--- src/hw/rtl/cap_pkg.sv ---
// ----------------------------------------------------------------------------
// cap_pkg
// Shared widths, register codes, angle constants, arctangent table and
// control types of the circular arc point generator.
// ----------------------------------------------------------------------------
`default_nettype none

package cap_pkg;

    localparam int IDX_W      = 16;
    localparam int CNT_W      = 17;
    localparam int QUO_W      = 32;
    localparam int PROD_W     = QUO_W + IDX_W;
    localparam int XY_W       = 33;
    localparam int Z_W        = 34;
    localparam int CFG_IDX_W  = 3;
    localparam int CFG_DATA_W = 32;

    localparam logic [CFG_IDX_W-1:0] REG_CENTER_X    = 3'd0;
    localparam logic [CFG_IDX_W-1:0] REG_CENTER_Y    = 3'd1;
    localparam logic [CFG_IDX_W-1:0] REG_CENTER_Z    = 3'd2;
    localparam logic [CFG_IDX_W-1:0] REG_ARC_RADIUS  = 3'd3;
    localparam logic [CFG_IDX_W-1:0] REG_Z_OFFSET    = 3'd4;
    localparam logic [CFG_IDX_W-1:0] REG_START_ANGLE = 3'd5;
    localparam logic [CFG_IDX_W-1:0] REG_END_ANGLE   = 3'd6;
    localparam logic [CFG_IDX_W-1:0] REG_POINT_COUNT = 3'd7;

    localparam logic [34:0]            FOUR_PI_Q30 = 35'd13493037704;
    localparam logic [33:0]            TWO_PI_Q30  = 34'd6746518852;
    localparam logic signed [Z_W-1:0]  PI_Q30      = 34'sd3373259426;
    localparam logic signed [Z_W-1:0]  HALF_PI_Q30 = 34'sd1686629713;
    localparam logic signed [XY_W-1:0] GAIN_Q30    = 33'sd652032874;
    localparam logic signed [63:0]     ROUND_Q30   = 64'sd536870912;

    localparam logic [31:0] ATAN_Q30 [0:31] = '{
        32'h3243F6A8, 32'h1DAC6705, 32'h0FADBAFC, 32'h07F56EA6,
        32'h03FEAB76, 32'h01FFD55B, 32'h00FFFAAA, 32'h007FFF55,
        32'h003FFFEA, 32'h001FFFFD, 32'h000FFFFF, 32'h0007FFFF,
        32'h0003FFFF, 32'h0001FFFF, 32'h0000FFFF, 32'h00007FFF,
        32'h00003FFF, 32'h00001FFF, 32'h00000FFF, 32'h000007FF,
        32'h000003FF, 32'h000001FF, 32'h000000FF, 32'h0000007F,
        32'h0000003F, 32'h0000001F, 32'h0000000F, 32'h00000008,
        32'h00000004, 32'h00000002, 32'h00000001, 32'h00000000
    };

    typedef struct packed {
        logic valid;
        logic oor;
        logic flip;
    } cap_ctl_t;

    function automatic logic signed [31:0] sat32(input logic signed [34:0] v);
        logic signed [31:0] r;
        if (v > 35'sd2147483647)
        begin
            r = 32'sh7FFFFFFF;
        end
        else if (v < -35'sd2147483648)
        begin
            r = 32'sh80000000;
        end
        else
        begin
            r = v[31:0];
        end
        return r;
    endfunction

endpackage

`default_nettype wire

--- src/hw/rtl/cap_cordic_cell.sv ---
// ----------------------------------------------------------------------------
// cap_cordic_cell
// One CORDIC rotation cell: shift-add rotation of x/y and arctangent update
// of the residual angle, registered towards the next cell.
// ----------------------------------------------------------------------------
`default_nettype none

module cap_cordic_cell #(
    parameter int STAGE = 0
) (
    input  logic                               clk,
    input  logic                               rst_n,
    input  logic                               en,
    input  cap_pkg::cap_ctl_t                  ctl_in,
    input  logic signed [cap_pkg::XY_W-1:0]    x_in,
    input  logic signed [cap_pkg::XY_W-1:0]    y_in,
    input  logic signed [cap_pkg::Z_W-1:0]     z_in,
    output cap_pkg::cap_ctl_t                  ctl_out,
    output logic signed [cap_pkg::XY_W-1:0]    x_out,
    output logic signed [cap_pkg::XY_W-1:0]    y_out,
    output logic signed [cap_pkg::Z_W-1:0]     z_out
);

    logic signed [cap_pkg::XY_W-1:0] x_sh;
    logic signed [cap_pkg::XY_W-1:0] y_sh;
    logic signed [cap_pkg::Z_W-1:0]  atan_step;
    logic signed [cap_pkg::XY_W-1:0] x_next;
    logic signed [cap_pkg::XY_W-1:0] y_next;
    logic signed [cap_pkg::Z_W-1:0]  z_next;
    cap_pkg::cap_ctl_t               ctl_reg;
    logic signed [cap_pkg::XY_W-1:0] x_reg;
    logic signed [cap_pkg::XY_W-1:0] y_reg;
    logic signed [cap_pkg::Z_W-1:0]  z_reg;

    assign x_sh      = x_in >>> STAGE;
    assign y_sh      = y_in >>> STAGE;
    assign atan_step = $signed({2'b00, cap_pkg::ATAN_Q30[STAGE]});

    always_comb
    begin
        if (!z_in[cap_pkg::Z_W-1])
        begin
            x_next = x_in - y_sh;
            y_next = y_in + x_sh;
            z_next = z_in - atan_step;
        end
        else
        begin
            x_next = x_in + y_sh;
            y_next = y_in - x_sh;
            z_next = z_in + atan_step;
        end
    end

    always_ff @(posedge clk or negedge rst_n)
    begin
        if (!rst_n)
        begin
            ctl_reg <= '0;
        end
        else if (en)
        begin
            ctl_reg <= ctl_in;
        end
    end

    always_ff @(posedge clk)
    begin
        if (en)
        begin
            x_reg <= x_next;
            y_reg <= y_next;
            z_reg <= z_next;
        end
    end

    assign ctl_out = ctl_reg;
    assign x_out   = x_reg;
    assign y_out   = y_reg;
    assign z_out   = z_reg;

endmodule

`default_nettype wire

--- config.mk ---
export PLATFORM = sky130hd
export DESIGN_NAME = cap_cordic_cell
export DESIGN_NICKNAME = d
export VERILOG_FILES = /design/src/hw/rtl/cap_pkg.sv /design/src/hw/rtl/cap_cordic_cell.sv
export SDC_FILE = /design/constraint.sdc
export NUM_CORES = 1
export LEC_CHECK = 0
export BUFFER_PORTS_ARGS = -buffer_cell sky130_fd_sc_hd__buf_2
export CAP_MARGIN = 20
export CELL_PAD_IN_SITES_DETAIL_PLACEMENT = 0
export CELL_PAD_IN_SITES_GLOBAL_PLACEMENT = 2
export CORE_ASPECT_RATIO = 1.5
export CORE_MARGIN = 3
export CORE_UTILIZATION = 34
export DETAILED_ROUTE_END_ITERATION = 6
export MAX_ROUTING_LAYER = met4
export PLACE_DENSITY = 0.83
export SKIP_CTS_REPAIR_TIMING = 1
export SYNTH_ARGS = -nofsm -noshare
export SYNTH_HDL_FRONTEND = slang
export SYNTH_SLANG_ARGS = --single-unit
--- constraint.sdc ---
create_clock -name clk -period 0.8 [get_ports clk]
set_input_delay 0.16 -clock clk [delete_from_list [all_inputs] [get_ports clk]]
set_output_delay 0.16 -clock clk [all_outputs]
set_load 0.01 [all_outputs]
==> metrics <==
std cell rows=77; share of cells above drive strength 1=52.8%; Hold WC Path Type=in2reg; vias in the first global route=11400; nets=2046; # setup viols final=196; cell taking the most area after synthesis=edfxtp_1; Worst Path Buf+Inv=3; ANT nets after route=0; area of the multi-input gates=0.00842 sq mm; Pleak=7.93 nW; max_cap viols=0; PD cells=1390 mW/mm^2; Tightest Pin Transition=0.709 ns; final cell count without fillers=2203; register area share after synthesis=29.7%; clk root buf=clkbuf_16; Crit path arrival time=2.56 ns; Vias per Instance=5.08; global route overflow=0; largest net degree at the start of global routing=70; die width=148 um; Yosys cell types=79; max-slew violation count=0; total wire length=41.1 mm; Synth top area share=28.9%; CTS tree=built; synthesized netlist cell count=1179; Worst VDD drop=1.18 mV; Residual DRC=0; post-synthesis async set-or-reset flop share=2.94%; Die Area=0.0324 sq mm; Worst path max stage delay=0.37 ns; register area=0.00305 sq mm; via count=11200; Detail Route met2 WL=22.9 mm; initial antenna violation count=0; RSZ-0062 raised after global routing=yes; worst relative slew slack=52.7%; DP HPWL=33.1 mm; core area=0.0297 sq mm; top cells by area, synth=edfxtp_1 (29%), ha_1 (16%), a21oi_1 (6.8%); Clock Path Buffers=2; final hold vios=0; min cycle time layout=2.43 ns; outcome=finished with violations; Post-synth top flop=edfxtp_1; CP Capture Type=flip-flop; crit-path cells=buf_8 -> inv_8 -> ha_4 -> and2b_1 -> a211o_1 -> o211ai_1 -> buf_4 -> nand4_1 -> a311oi_2 -> o21bai_2 -> a211oi_2 -> o22ai_1 -> xnor2_1; setup ws final=-1.63 ns; WL/cell=18.7 um; Skew-Pair Late Insertion Delay=0.38 ns; Max Fanout on Critical Path=5; Final period util=303%; cell at the slowest stage of the critical path=a311oi_2; wire length on met1=15.3 mm; Peak Freq=412 MHz; met3 routed WL=1.19 mm; GPL Wtd Cong=0.928; Final Skew=0 ns; fillcell total=2690; ANT cells=0; Port Buf Inserts=208; starting DRC count in detailed routing=356; EDFF count, synth=99; Crit Path Class=in2reg; failing checks=setup timing; Avg Inst Size Synth=8.72 sq um; uppermost layer routed=met4; synthesized net count=1422; first-pass GRT wire length=60.4 mm; # IOs=209; starting density of the core=34.6%; post-synthesis cell area=0.0103 sq mm; Final Core Density=59.5%; placed cell count=2137; drt pass-1 iters=5; synth-to-layout area growth=71.7%; Tot GR Track Use=24.6%; CTS buffer count=9; worst slack, placed=-2.31 ns; TritonCTS Sinks=102; H-Tree Depth=3; die height=219 um; startpoint types=primary input; synth warn=0; Crit path max-delay family=compound AO/OA/AOI/OAI gates; clk slew on worst S/H paths=0.08 ns; CP Data Required Time=0.94 ns; flops & latches, synth=102
registers in the layout, indices dropped and copies added (netlist names):
signal and count:
y_out 33, z_out 34, ctl_out 3, x_out 32
cell usage after synthesis (all sizes together), types with 4 or more instances:
cell type  instances
a21oi            143
ha               133
inv              102
edfxtp            99
nor2              97
xnor2             73
o21ai             71
nand2             57
a21o              30
nor3              23
nand3             22
buf               21
clkbuf            21
o21bai            19
nand2b            18
mux2i             17
nand4             15
xor2              15
a211oi            14
o31ai             14
a31oi             12
nor2b             12
o211ai            12
o21a              12
nor4              10
or3                9
and2               8
or2                8
o31a               7
a22oi              6
and3               6
o22ai              5
a211o              4
fa                 4
layout make-up:
class	instances	share of cell area, %
multi-input cells	931	47.7
repair buffers	655	27.8
flip-flops and latches	102	17.3
inverters	104	2.83
well taps	395	2.80
clock buffers	10	1.30
clock inverters	6	0.248
kinds of logic (layout without fill, tap and decap cells):
group,after synthesis,in the layout,synth area share [%]
adder cells (fa/ha/maj),137,137,17.0
AND/OR/NAND/NOR,300,300,14.4
flip-flops,102,102,29.7
multiplexers,20,20,1.98
XOR/XNOR,88,88,7.50
buffers and inverters,146,775,5.59
AO/OA/AOI/OAI,386,386,23.9
cells in the final DEF (no fill, tap or decap), drive strengths merged, types with 4 or more instances in the layout:
| cell | n |
|---|---|
| nor4 | 10 |
| a21oi | 143 |
| nor2 | 97 |
| and3 | 6 |
| xnor2 | 73 |
| o21bai | 19 |
| clkbuf | 11 |
| a211o | 4 |
| nor3 | 23 |
| xor2 | 15 |
| o21a | 12 |
| nand3 | 22 |
| fa | 4 |
| o21ai | 71 |
| nand2b | 18 |
| nand2 | 57 |
| edfxtp | 99 |
| a22oi | 6 |
| inv | 102 |
| or2 | 8 |
| o31ai | 14 |
| o31a | 7 |
| o211ai | 12 |
| and2 | 8 |
| or3 | 9 |
| ha | 133 |
| a211oi | 14 |
| a31oi | 12 |
| dlygate4sd3 | 4 |
| nand4 | 15 |
| a21o | 30 |
| buf | 650 |
| nor2b | 12 |
| clkinvlp | 5 |
| o22ai | 5 |
| mux2i | 17 |
per-stage QoR:
step	setup TNS [ns]	total power [mW]	hold WS (ns)	cell area, sq um
finish	-131.63	24.6	0.00895	17600
global route	-141.27	26.0	0.00186	17600
CTS	-144.78	23.1	-0.462	15800
detailed placement	-163.81	18.5	-0.0416	15500
global placement	-161.65	18.5	-0.0449	15500
floorplan	-107.46	13.2	-0.136	11200
worst paths after layout:
kind                            startpoint         end  cells after the start  slack, ns
worst max-delay path               x_in[4]   x_out[29]                     13      -1.63
worst min-delay path             ctl_in[2]  ctl_out[2]                      2      0.009
worst max register to register  ctl_out[1]  ctl_out[1]                      1       0.05
worst min register to register  ctl_out[2]  ctl_out[2]                      1       0.51
max in group asynchronous            rst_n  ctl_out[0]                      2       0.60
min in group asynchronous            rst_n  ctl_out[2]                      2       0.10
metal layers:
layer / vias up / GRT usage (%)
met5: - / -
met4: 0 / 10.4
met3: 89 / 2.44
met1: 5316 / 25.2
li1: 5525 / -
met2: 260 / 47.4
where the power goes:
part | internal (mW) | total [mW] | switching [mW]
registers | 7.04 | 7.29 | 0.244
clock network | 2.13 | 4.40 | 2.27
logic | 6.35 | 12.9 | 6.55
total | 15.5 | 24.6 | 9.06
Power figures use the tool's default switching activity.
