[src/hw/rtl/cap_pkg.sv]
// ----------------------------------------------------------------------------
// cap_pkg
// Shared widths, register codes, angle constants, arctangent table and
// control types of the circular arc point generator.
// ----------------------------------------------------------------------------
`default_nettype none

package cap_pkg;

    localparam int IDX_W      = 16;
    localparam int CNT_W      = 17;
    localparam int QUO_W      = 32;
    localparam int PROD_W     = QUO_W + IDX_W;
    localparam int XY_W       = 33;
    localparam int Z_W        = 34;
    localparam int CFG_IDX_W  = 3;
    localparam int CFG_DATA_W = 32;

    localparam logic [CFG_IDX_W-1:0] REG_CENTER_X    = 3'd0;
    localparam logic [CFG_IDX_W-1:0] REG_CENTER_Y    = 3'd1;
    localparam logic [CFG_IDX_W-1:0] REG_CENTER_Z    = 3'd2;
    localparam logic [CFG_IDX_W-1:0] REG_ARC_RADIUS  = 3'd3;
    localparam logic [CFG_IDX_W-1:0] REG_Z_OFFSET    = 3'd4;
    localparam logic [CFG_IDX_W-1:0] REG_START_ANGLE = 3'd5;
    localparam logic [CFG_IDX_W-1:0] REG_END_ANGLE   = 3'd6;
    localparam logic [CFG_IDX_W-1:0] REG_POINT_COUNT = 3'd7;

    localparam logic [34:0]            FOUR_PI_Q30 = 35'd13493037704;
    localparam logic [33:0]            TWO_PI_Q30  = 34'd6746518852;
    localparam logic signed [Z_W-1:0]  PI_Q30      = 34'sd3373259426;
    localparam logic signed [Z_W-1:0]  HALF_PI_Q30 = 34'sd1686629713;
    localparam logic signed [XY_W-1:0] GAIN_Q30    = 33'sd652032874;
    localparam logic signed [63:0]     ROUND_Q30   = 64'sd536870912;

    localparam logic [31:0] ATAN_Q30 [0:31] = '{
        32'h3243F6A8, 32'h1DAC6705, 32'h0FADBAFC, 32'h07F56EA6,
        32'h03FEAB76, 32'h01FFD55B, 32'h00FFFAAA, 32'h007FFF55,
        32'h003FFFEA, 32'h001FFFFD, 32'h000FFFFF, 32'h0007FFFF,
        32'h0003FFFF, 32'h0001FFFF, 32'h0000FFFF, 32'h00007FFF,
        32'h00003FFF, 32'h00001FFF, 32'h00000FFF, 32'h000007FF,
        32'h000003FF, 32'h000001FF, 32'h000000FF, 32'h0000007F,
        32'h0000003F, 32'h0000001F, 32'h0000000F, 32'h00000008,
        32'h00000004, 32'h00000002, 32'h00000001, 32'h00000000
    };

    typedef struct packed {
        logic valid;
        logic oor;
        logic flip;
    } cap_ctl_t;

    function automatic logic signed [31:0] sat32(input logic signed [34:0] v);
        logic signed [31:0] r;
        if (v > 35'sd2147483647)
        begin
            r = 32'sh7FFFFFFF;
        end
        else if (v < -35'sd2147483648)
        begin
            r = 32'sh80000000;
        end
        else
        begin
            r = v[31:0];
        end
        return r;
    endfunction

endpackage

`default_nettype wire

[src/hw/rtl/cap_div_cell.sv]
// ----------------------------------------------------------------------------
// cap_div_cell
// One restoring division cell: one quotient bit per cell, partial remainder
// and shifting dividend/quotient word handed to the next cell.
// ----------------------------------------------------------------------------
`default_nettype none

module cap_div_cell (
    input  logic                        clk,
    input  logic                        rst_n,
    input  logic                        en,
    input  logic [cap_pkg::CNT_W-1:0]   divisor,
    input  cap_pkg::cap_ctl_t           ctl_in,
    input  logic [cap_pkg::CNT_W-1:0]   rem_in,
    input  logic [cap_pkg::QUO_W-1:0]   word_in,
    output cap_pkg::cap_ctl_t           ctl_out,
    output logic [cap_pkg::CNT_W-1:0]   rem_out,
    output logic [cap_pkg::QUO_W-1:0]   word_out
);

    logic [cap_pkg::CNT_W+1:0] trial;
    logic                      fits;
    logic [cap_pkg::CNT_W-1:0] rem_next;
    logic [cap_pkg::QUO_W-1:0] word_next;
    cap_pkg::cap_ctl_t         ctl_reg;
    logic [cap_pkg::CNT_W-1:0] rem_reg;
    logic [cap_pkg::QUO_W-1:0] word_reg;

    assign trial = {1'b0, rem_in, word_in[cap_pkg::QUO_W-1]} - {2'b00, divisor};
    assign fits  = ~trial[cap_pkg::CNT_W+1];

    always_comb
    begin
        if (fits)
        begin
            rem_next = trial[cap_pkg::CNT_W-1:0];
        end
        else
        begin
            rem_next = {rem_in[cap_pkg::CNT_W-2:0], word_in[cap_pkg::QUO_W-1]};
        end
        word_next = {word_in[cap_pkg::QUO_W-2:0], fits};
    end

    always_ff @(posedge clk or negedge rst_n)
    begin
        if (!rst_n)
        begin
            ctl_reg <= '0;
        end
        else if (en)
        begin
            ctl_reg <= ctl_in;
        end
    end

    always_ff @(posedge clk)
    begin
        if (en)
        begin
            rem_reg  <= rem_next;
            word_reg <= word_next;
        end
    end

    assign ctl_out  = ctl_reg;
    assign rem_out  = rem_reg;
    assign word_out = word_reg;

endmodule

`default_nettype wire

[config.mk]
export PLATFORM = sky130hd
export DESIGN_NAME = cap_div_cell
export DESIGN_NICKNAME = d
export VERILOG_FILES = /design/src/hw/rtl/cap_pkg.sv /design/src/hw/rtl/cap_div_cell.sv
export SDC_FILE = /design/constraint.sdc
export NUM_CORES = 1
export LEC_CHECK = 0
export ABC_AREA = 1
export BUFFER_PORTS_ARGS = -buffer_cell sky130_fd_sc_hd__clkbuf_2
export CORE_MARGIN = 2
export CORE_UTILIZATION = 49
export DETAILED_ROUTE_END_ITERATION = 16
export PLACE_DENSITY = 0.88
export SYNTH_ARGS = -nofsm -noshare
export SYNTH_HDL_FRONTEND = slang
export SYNTH_SLANG_ARGS = --single-unit
export TNS_END_PERCENT = 1
[constraint.sdc]
create_clock -name clk -period 1 [get_ports clk]
set_input_delay 0.05 -clock clk [delete_from_list [all_inputs] [get_ports clk]]
set_output_delay 0.05 -clock clk [all_outputs]
set_load 0.005 [all_outputs]
==> flow_metrics.env, run 1 <==
export IMPL_status="complete, but fails checks"
export IMPL_violations="negative setup slack"
export IMPL_worstPathRequired_ns=1.04
export IMPL_rr_worst_depth=1
export IMPL_worst_ep_arrival_time_ns=1.46
export IMPL_synth_edf_count=49
export IMPL_setup_viol=18
export IMPL_drcViolationCount=0
export IMPL_fin_crit_sh_pct=142
export IMPL_ioPinCount=124
export IMPL_post_synth_cell_area_avg_um2=8.95
export IMPL_worst_slew_pin_slew_ns=0.288
export IMPL_place_inst=575
export IMPL_synth_cell_types=30
export IMPL_synthesis_area_um2=3020
export IMPL_reg2reg_from="ctl_out[2]"
export IMPL_startpoint_type="input port"
export IMPL_drt_iter0_drc=257
export IMPL_vdd_ir_drop_worst_uv=704
export IMPL_layout_cells_non_filler=627
export IMPL_layout_min_cycle_time_ns=1.42
export IMPL_finalWirelength_um=10100
export IMPL_synthArstFlopShare_pct=5.77
export IMPL_max_freq_ghz=0.707
export IMPL_gp_congestion=0.974
export IMPL_grt_first_pass_wirelength_um=14500
export IMPL_n_antenna_cell=0
export IMPL_yosys_warnings=0
export IMPL_rsz0062_at_grt="true"
export IMPL_fin_nets=641
export IMPL_drtAntennaViolNets=0
export IMPL_dp_slack_ns=-0.742
export IMPL_coreArea_um2=5920
export IMPL_track_usage_pct=28.4
export IMPL_cp_endpoint="rem_out[10]"
export IMPL_synth_commonest_cells="nand2_1, inv_1, edfxtp_1"
export IMPL_worstSetupStartpoint="divisor[11]"
export IMPL_seq_area_frac_synth_pct=51.3
export IMPL_grt_pass1_vias=3244
export IMPL_drt_first_pass_iters=5
export IMPL_yosysMostFrequentCell="nand2_1"
export IMPL_synth_flop_cell="edfxtp_1"
export IMPL_antenna_found_initial=0
export IMPL_r2r_end="ctl_out[2]"
export IMPL_drive_above_1_share_pct=47.1
export IMPL_cts_tree="yes"
export IMPL_vias=3287
export IMPL_endpoint_kind="flip-flop"
export IMPL_die_w_um=82.5
export IMPL_min_path_type="input port to flip-flop"
export IMPL_synth_top_cell_by_area="edfxtp_1"
export IMPL_initial_core_util_pct=51.0
export IMPL_numPortBuffers=123
export IMPL_rows=28
export IMPL_die_h_um=82.5
export IMPL_hold_viol=0
export IMPL_via_per_inst=5.24
export IMPL_path_class="input port to flip-flop"
export IMPL_syn_inst=337
export IMPL_fp_dieArea_um2=6800
export IMPL_slew_headroom_pct=80.7
export IMPL_finClkSkew_ns=0
export IMPL_area_growth_pct=65.1
export IMPL_setup_ws_ns=-0.415
export IMPL_path_max_fanout=5
export IMPL_numClockSinks=52
export IMPL_cap_violations=0
export IMPL_wl_per_cell_um=16.1
export IMPL_grt_overflow=0
export IMPL_synth_fp_nets=427
export IMPL_cts_root_buf="clkbuf_8"
export IMPL_cts_max_level=2
export IMPL_synthTopCellsByArea="edfxtp_1, nand2_1, ha_1, inv_1, nand3_1"
export IMPL_place_hpwl_um=6170
export IMPL_synth_seq_cells=52
export IMPL_powerDensity_nw_per_um2=1250
export IMPL_clkTransAtPathRegs_ns=0.11
export IMPL_clockBufferDepth=2
export IMPL_clk_latency_ns=0.29
export IMPL_leakagePower_nw=2.49
export IMPL_yosysTopAreaCellShare_pct=48.8
export IMPL_cts_buffers=5
export IMPL_grt_max_degree=32
export IMPL_slew_violations=0
export IMPL_r2r_setup_slack_ns=0.24
## layout by cell type (no fill, tap or decap), types with 7 or more instances in the layout
cell and instances:
nand3_1 21, nand3_2 9, ha_4 15, nand2_2 19, nand2_1 95, clkbuf_2 123
buf_4 44, dlygate4sd3_1 35, nor2_1 8, inv_1 52, inv_2 7, edfxtp_1 49
## where the power goes
| part | switching [mW] | leakage [nW] | internal, mW |
|---|---|---|---|
| sequential | 0.0741 | 0.514 | 2.65 |
| combinational | 1.06 | 1.92 | 0.978 |
| clock | 0.708 | 0.0558 | 0.743 |
## worst min-delay path by stage
| stage | cells past startpoint | start | to | slack, ns |
|---|---|---|---|---|
| finish | 3 | rem_in[2] | rem_out[3] | 0.09 |
| global route | 2 | rst_n | ctl_out[0] | 0.11 |
| CTS | 2 | rst_n | ctl_out[2] | 0.07 |
| detailed placement | 1 | rst_n | ctl_out[2] | -0.15 |
| global placement | 1 | rst_n | ctl_out[0] | -0.16 |
| floorplan | 0 | rst_n | ctl_out[0] | -0.25 |
## flip-flops by register name, indices dropped and copies added (netlist names)
| name | cells |
|---|---|
| rem_out | 17 |
| word_out | 32 |
| ctl_out | 3 |
## metal layers
| metal | wire length [µm] | vias to the layer above | part of all wire, % | GRT usage, % |
|---|---|---|---|---|
| met5 | 0 | - | 0 | 0 |
| met4 | 504 | 0 | 5.0 | 14.5 |
| met3 | 923 | 60 | 9.1 | 5.43 |
| met2 | 5110 | 226 | 51 | 51.9 |
| met1 | 3560 | 1482 | 35 | 31.0 |
| li1 | - | 1519 | - | - |
## cells by family after synthesis
| kind of cell | after synthesis | synth area share (%) |
|---|---|---|
| compound gates | 11 | 1.95 |
| xor+xnor | 6 | 1.74 |
| fa+ha+maj | 18 | 7.71 |
| buf+inv | 63 | 8.46 |
| flops | 52 | 51.3 |
| mux | 3 | 1.12 |
| simple gates | 184 | 27.7 |
## critical path, stage by stage
cell	delay [ns]
clkbuf_2	0.07
inv_1	0.05
ha_4	0.29
nand2_2	0.05
nand2_2	0.08
nand2_2	0.10
a21oi_4	0.20
nor2_4	0.05
buf_6	0.15
buf_4	0.15
nand3_1	0.11
nand2_1	0.09
## cell type report
class | instances | area, µm²
multi-input combinational | 224 | 1620
fill | 309 | 940
clock buffer | 5 | 68.8
timing repair buffer | 208 | 1380
sequential | 52 | 1550
clock inverter | 3 | 42.5
inverter | 60 | 228
tap | 75 | 93.8
## through the flow
step / area, µm² / power, mW / hold slack, ns / setup TNS [ns] / util (%)
2_1_floorplan: 3180 / 3.57 / -0.246 / -7.65 / -
3_3_place_gp: 4210 / 4.29 / -0.156 / -10.50 / 71.0
3_5_place_dp: 4210 / 4.37 / -0.152 / -11.29 / 71.0
4_1_cts: 4910 / 6.06 / 0.0695 / -4.30 / 82.9
5_1_grt: 4980 / 6.50 / 0.109 / -6.95 / 84.1
6_report: 4980 / 6.21 / 0.0919 / -5.85 / 84.1
## repair_timing
action	CTS	global route
pin swaps	22	11
hold buffers	35	0
cloned	2	0
hold endpoints to repair	37	0
setup buffers	5	2
endpoints found under the setup margin	18	18
gates resized for setup	39	16
Note: power is estimated with default switching activity, not from simulation.
==> run 2: changes to the inputs <==
Settings changed: CTS_BUF_LIST set to sky130_fd_sc_hd__clkbuf_16.
==> run 2 against run 1 <==
The run still ends with negative setup slack left. Largest power group unchanged. Sequential power is essentially flat. Largest cell class unchanged. Critical path depth is 1 higher. Die area stayed put.
==> flow_metrics.env, run 2 (synthesis gave the netlist of run 1 again) <==
export IMPL_drcViolationCount=0
export IMPL_fin_crit_sh_pct=142
export IMPL_finalWirelength_um=10400
export IMPL_area_growth_pct=68.1
export IMPL_die_w_um=82.5
export IMPL_fillCellCount=294
export IMPL_vdd_ir_drop_worst_uv=798
export IMPL_critPathMaxStageDelay_ns=0.40
export IMPL_cts_buffers=5
export IMPL_total_power_mw=6.74
export IMPL_vias=3288
export IMPL_place_inst=575
export IMPL_finClkSkew_ns=0
export IMPL_critical_path_buf_inv_count=3
export IMPL_track_usage_pct=27.4
export IMPL_endpoint_kind="flip-flop"
export IMPL_cts_tree="yes"
export IMPL_leakagePower_nw=2.52
export IMPL_slew_violations=0
export IMPL_hold_viol=0
export IMPL_cap_violations=0
export IMPL_cp_slowest_cell="fa_2"
export IMPL_gp_congestion=0.974
export IMPL_path_class="input port to flip-flop"
export IMPL_final_cell_mix="clkbuf_2, nand2_1, edfxtp_1"
export IMPL_met1_usage_pct=29.7
export IMPL_switchingPower_mw=1.91
export IMPL_n_antenna_cell=0
export IMPL_grt_met2_usage_pct=50.2
export IMPL_holdPathStages=2
export IMPL_dp_slack_ns=-0.742
export IMPL_cts_root_buf="clkbuf_16"
export IMPL_worst_slew_pin_slew_ns=0.256
export IMPL_worst_ep_arrival_time_ns=1.45
export IMPL_min_path_type="input port to flip-flop"
export IMPL_drt_iter0_drc=228
export IMPL_setup_viol=18
export IMPL_die_h_um=82.5
export IMPL_cp_cell_sequence="buf_6, inv_4, ha_4, inv_4, fa_2, nand2_2, nand2_4, nand3_4, nand2_4, nand2_2, nand3b_1, nand3_1, nand2_1"
export IMPL_status="complete, but fails checks"
export IMPL_worstPathRequired_ns=1.03
export IMPL_r2r_setup_slack_ns=0.25
export IMPL_crit_family="simple AND/OR/NAND/NOR gates"
export IMPL_powerDensity_nw_per_um2=1330
export IMPL_utilization_pct=85.7
export IMPL_grt_busiest_layer="met2"
export IMPL_final_common_cell="clkbuf_2"
export IMPL_grt_max_degree=32
export IMPL_numClockSinks=52
export IMPL_numPortBuffers=123
export IMPL_rr_worst_depth=1
export IMPL_via_per_inst=5.26
export IMPL_clk_latency_ns=0.28
export IMPL_cts_max_level=2
export IMPL_rsz0062_at_grt="true"
export IMPL_grt_overflow=0
export IMPL_drt_first_pass_iters=7
export IMPL_p_clk_share_pct=28.4
export IMPL_fp_dieArea_um2=6800
export IMPL_setup_ws_ns=-0.419
export IMPL_clockBufferDepth=2
export IMPL_largest_reg_flops=32
export IMPL_grt_pass1_vias=3114
export IMPL_antenna_found_initial=0
export IMPL_wl_per_cell_um=16.6
export IMPL_slew_headroom_pct=82.8
export IMPL_fin_nets=639
export IMPL_rows=28
export IMPL_ioPinCount=124
export IMPL_clkTransAtPathRegs_ns=0.07
export IMPL_swShare_pct=28.4
export IMPL_place_hpwl_um=6170
export IMPL_seqPwrFrac_pct=40.5
export IMPL_coreArea_um2=5920
export IMPL_layout_min_cycle_time_ns=1.42
export IMPL_startpoint_type="input port"
export IMPL_max_freq_ghz=0.705
export IMPL_drtAntennaViolNets=0
export IMPL_grtUsageMet3_pct=5.22
export IMPL_violations="negative setup slack"
export IMPL_internal_power_mw=4.83
export IMPL_initial_core_util_pct=51.0
export IMPL_layout_cells_non_filler=625
export IMPL_cp_depth=13
export IMPL_path_max_fanout=3
export IMPL_drive_above_1_share_pct=49.8
export IMPL_combPwrFrac_pct=31.1
export IMPL_grt_first_pass_wirelength_um=13800
==> run 2: cell types whose count changed in the layout (fill, tap and decap cells not counted), moves of 4 or more <==
cell	delta
clkbuf_16	+5
clkbuf_8	-5
nand2_1	-5
inv_1	-4
==> run 2: final timing paths <==
| path | from | to |
|---|---|---|
| max | word_in[31] | rem_out[12] |
| min | ctl_in[2] | ctl_out[2] |
| max reg2reg | ctl_out[1] | ctl_out[1] |
| min reg2reg | ctl_out[0] | ctl_out[0] |
| max in group asynchronous | rst_n | ctl_out[2] |
| min in group asynchronous | rst_n | ctl_out[0] |
==> run 2: repair_timing <==
action                                 CTS  global route
hold buffers                            33             0
endpoints found under the hold margin   35             0
cloned                                   2             0
buffers inserted                         4             3
gates resized for setup                 34            41
pin swaps                               16            23
setup endpoints to repair               18            18
==> run 2: layer usage <==
metal / part of all wire (%) / wire, µm
met5: 0 / 0
met2: 50 / 5230
met1: 37 / 3800
met3: 7.8 / 814
met4: 5.2 / 537
==> run 2: area by class of cell <==
type,count,area [µm²],share of cell area [%]
multi-input combinational,224,1660,32.7
sequential,52,1550,30.5
tap,75,93.8,1.85
clock buffer,5,125,2.47
clock inverter,3,42.5,0.839
timing repair buffer,206,1380,27.1
inverter,60,230,4.54
==> run 2: power groups by stage <==
stage / sequential [mW] / clock [mW] / combinational (mW)
4_1_cts: 2.72 / 1.95 / 1.85
3_5_place_dp: 2.77 / 0 / 1.60
5_1_grt: 2.74 / 2.05 / 2.26
6_report: 2.73 / 1.91 / 2.09
2_1_floorplan: 2.79 / 0 / 0.779
3_3_place_gp: 2.76 / 0 / 1.53
==> run 2: metrics by stage <==
step / cell area, µm² / hold WS [ns] / TNS [ns]
3_5_place_dp: 4210 / -0.152 / -11.29
3_3_place_gp: 4210 / -0.156 / -10.50
6_report: 5070 / 0.00774 / -6.22
4_1_cts: 4910 / 0.00667 / -4.84
5_1_grt: 5070 / 0.00507 / -7.32
2_1_floorplan: 3180 / -0.246 / -7.65
==> run 3: changes to the inputs <==
Settings changed: CAP_MARGIN set to 25, CELL_PAD_IN_SITES_DETAIL_PLACEMENT set to 2, CELL_PAD_IN_SITES_GLOBAL_PLACEMENT set to 2, CORE_UTILIZATION 49 to 27, PLACE_DENSITY 0.88 to 0.86.
==> run 3 against run 2 <==
The flow still finishes with violations (negative setup slack). Count of clock-buffer cells in the layout is the same. Design area grew 5.1%. Worst setup slack lost 0.21 ns. Core utilization shrank 37 points. Total power grew 13%. Die area grew 77%. Combinational power grew 22%. Sequential share of layout area shrank 1.5 points.
==> flow_metrics.env, run 3 (synthesis gave the netlist of run 1 again) <==
export IMPL_drtAntennaViolNets=0
export IMPL_area_growth_pct=76.7
export IMPL_drt_first_pass_iters=4
export IMPL_cts_root_buf="clkbuf_16"
export IMPL_path_class="input port to flip-flop"
export IMPL_dp_slack_ns=-0.798
export IMPL_track_usage_pct=30.9
export IMPL_antenna_found_initial=1
export IMPL_clkTransAtPathRegs_ns=0.08
export IMPL_die_h_um=110
export IMPL_layout_min_cycle_time_ns=1.63
export IMPL_rows=38
export IMPL_violations="negative setup slack"
export IMPL_final_cell_mix="clkbuf_2, nand2_1, buf_4"
export IMPL_min_path_type="input port to flip-flop"
export IMPL_initial_core_util_pct=27.7
export IMPL_hold_viol=0
export IMPL_leakagePower_nw=2.63
export IMPL_wl_per_cell_um=29.4
export IMPL_place_hpwl_um=9410
export IMPL_setup_viol=19
export IMPL_via_per_inst=5.13
export IMPL_fillCellCount=1135
export IMPL_finalInstanceArea_um2=5330
export IMPL_worst_ep_arrival_time_ns=1.67
export IMPL_status="complete, but fails checks"
export IMPL_powerDensity_nw_per_um2=1420
export IMPL_grt_first_pass_wirelength_um=26600
export IMPL_worst_slew_pin_slew_ns=0.287
export IMPL_finClkSkew_ns=0
export IMPL_grt_max_degree=30
export IMPL_numClockSinks=52
export IMPL_die_w_um=110
export IMPL_clk_latency_ns=0.31
export IMPL_startpoint_type="input port"
export IMPL_largest_reg_flops=32
export IMPL_clockBufferDepth=2
export IMPL_grt_pass1_vias=4101
export IMPL_cts_tree="yes"
export IMPL_slew_violations=0
export IMPL_grt_overflow=0
export IMPL_place_area_um2=4440
export IMPL_drive_above_1_share_pct=51.7
export IMPL_finalWirelength_um=21000
export IMPL_numPortBuffers=123
export IMPL_multi_input_area_um2=1660
export IMPL_worstPathRequired_ns=1.04
export IMPL_rsz0062_at_grt="true"
export IMPL_cts_max_level=2
export IMPL_vdd_ir_drop_worst_uv=1050
export IMPL_final_common_cell="clkbuf_2"
export IMPL_endpoint_kind="flip-flop"
export IMPL_path_max_fanout=4
export IMPL_ff_latch_area_um2=1550
export IMPL_cap_violations=0
export IMPL_slew_headroom_pct=80.8
export IMPL_drt_iter0_drc=299
export IMPL_vias=3666
export IMPL_gp_congestion=0.859
export IMPL_setup_ws_ns=-0.633
export IMPL_coreArea_um2=10900
export IMPL_fp_dieArea_um2=12000
export IMPL_max_freq_ghz=0.612
export IMPL_cts_buffers=5
export IMPL_fin_crit_sh_pct=163
export IMPL_ioPinCount=124
export IMPL_fin_nets=662
export IMPL_drcViolationCount=0
export IMPL_total_power_mw=7.58
## run 3: final timing paths
check / startpoint / endpoint / slack, ns / cells past startpoint
worst max-delay path: divisor[10] / rem_out[16] / -0.63 / 13
worst min-delay path: ctl_in[1] / ctl_out[1] / 0.008 / 2
worst max register to register: ctl_out[0] / ctl_out[0] / 0.20 / 1
worst min register to register: ctl_out[2] / ctl_out[2] / 0.57 / 1
max in group asynchronous: rst_n / ctl_out[2] / 0.77 / 2
min in group asynchronous: rst_n / ctl_out[1] / 0.10 / 2
## run 3: power by group
group / internal [mW] / total [mW] / switching (mW)
combinational: 1.08 / 2.56 / 1.48
sequential: 2.66 / 2.80 / 0.141
clock: 1.20 / 2.22 / 1.02
total: 4.94 / 7.58 / 2.64
## run 3: metrics by stage
stage / hold slack [ns] / cells / utilization (%) / setup TNS (ns)
floorplan: -0.246 / 337 / - / -7.65
global placement: -0.155 / 660 / 40.8 / -11.12
detailed placement: -0.146 / 660 / 40.8 / -13.20
CTS: 0.00921 / 710 / 47.4 / -6.22
global route: 0.0168 / 714 / 49.0 / -9.69
finish: 0.00802 / 714 / 49.0 / -8.88
## run 3: timing repair
item	CTS	global route
hold buffers	34	0
setup buffers	6	3
hold endpoints to repair	36	0
cloned	2	0
gates resized for setup	34	42
pin swaps	11	18
setup endpoints to repair	18	20
## run 3: layout make-up
| class | instances | share of cell area [%] |
|---|---|---|
| clock buffer | 5 | 2.35 |
| clock inverter | 3 | 0.869 |
| inverter | 60 | 4.32 |
| tap | 140 | 3.29 |
| multi-input combinational | 224 | 31.2 |
| antenna | 1 | 0.0469 |
| timing repair buffer | 229 | 28.9 |
| sequential | 52 | 29.0 |
## run 3: critical path, cell delays in order
cell and delay (ns):
clkbuf_2 0.10, inv_1 0.07, ha_4 0.30, nand2_1 0.09, inv_2 0.09, buf_4 0.12
nand2_1 0.10, nor3_2 0.23, nand2_4 0.09, nand2_1 0.11, nand2_1 0.09, nand3_1 0.11
nand2_1 0.12
## run 3: routing by layer
layer	share of wire, %	global-route usage, %	up-vias
met3	6.4	5.51	67
met4	5.5	11.7	0
met5	0	0	-
met1	39	36.9	1823
met2	49	55.1	221
li1	-	-	1555
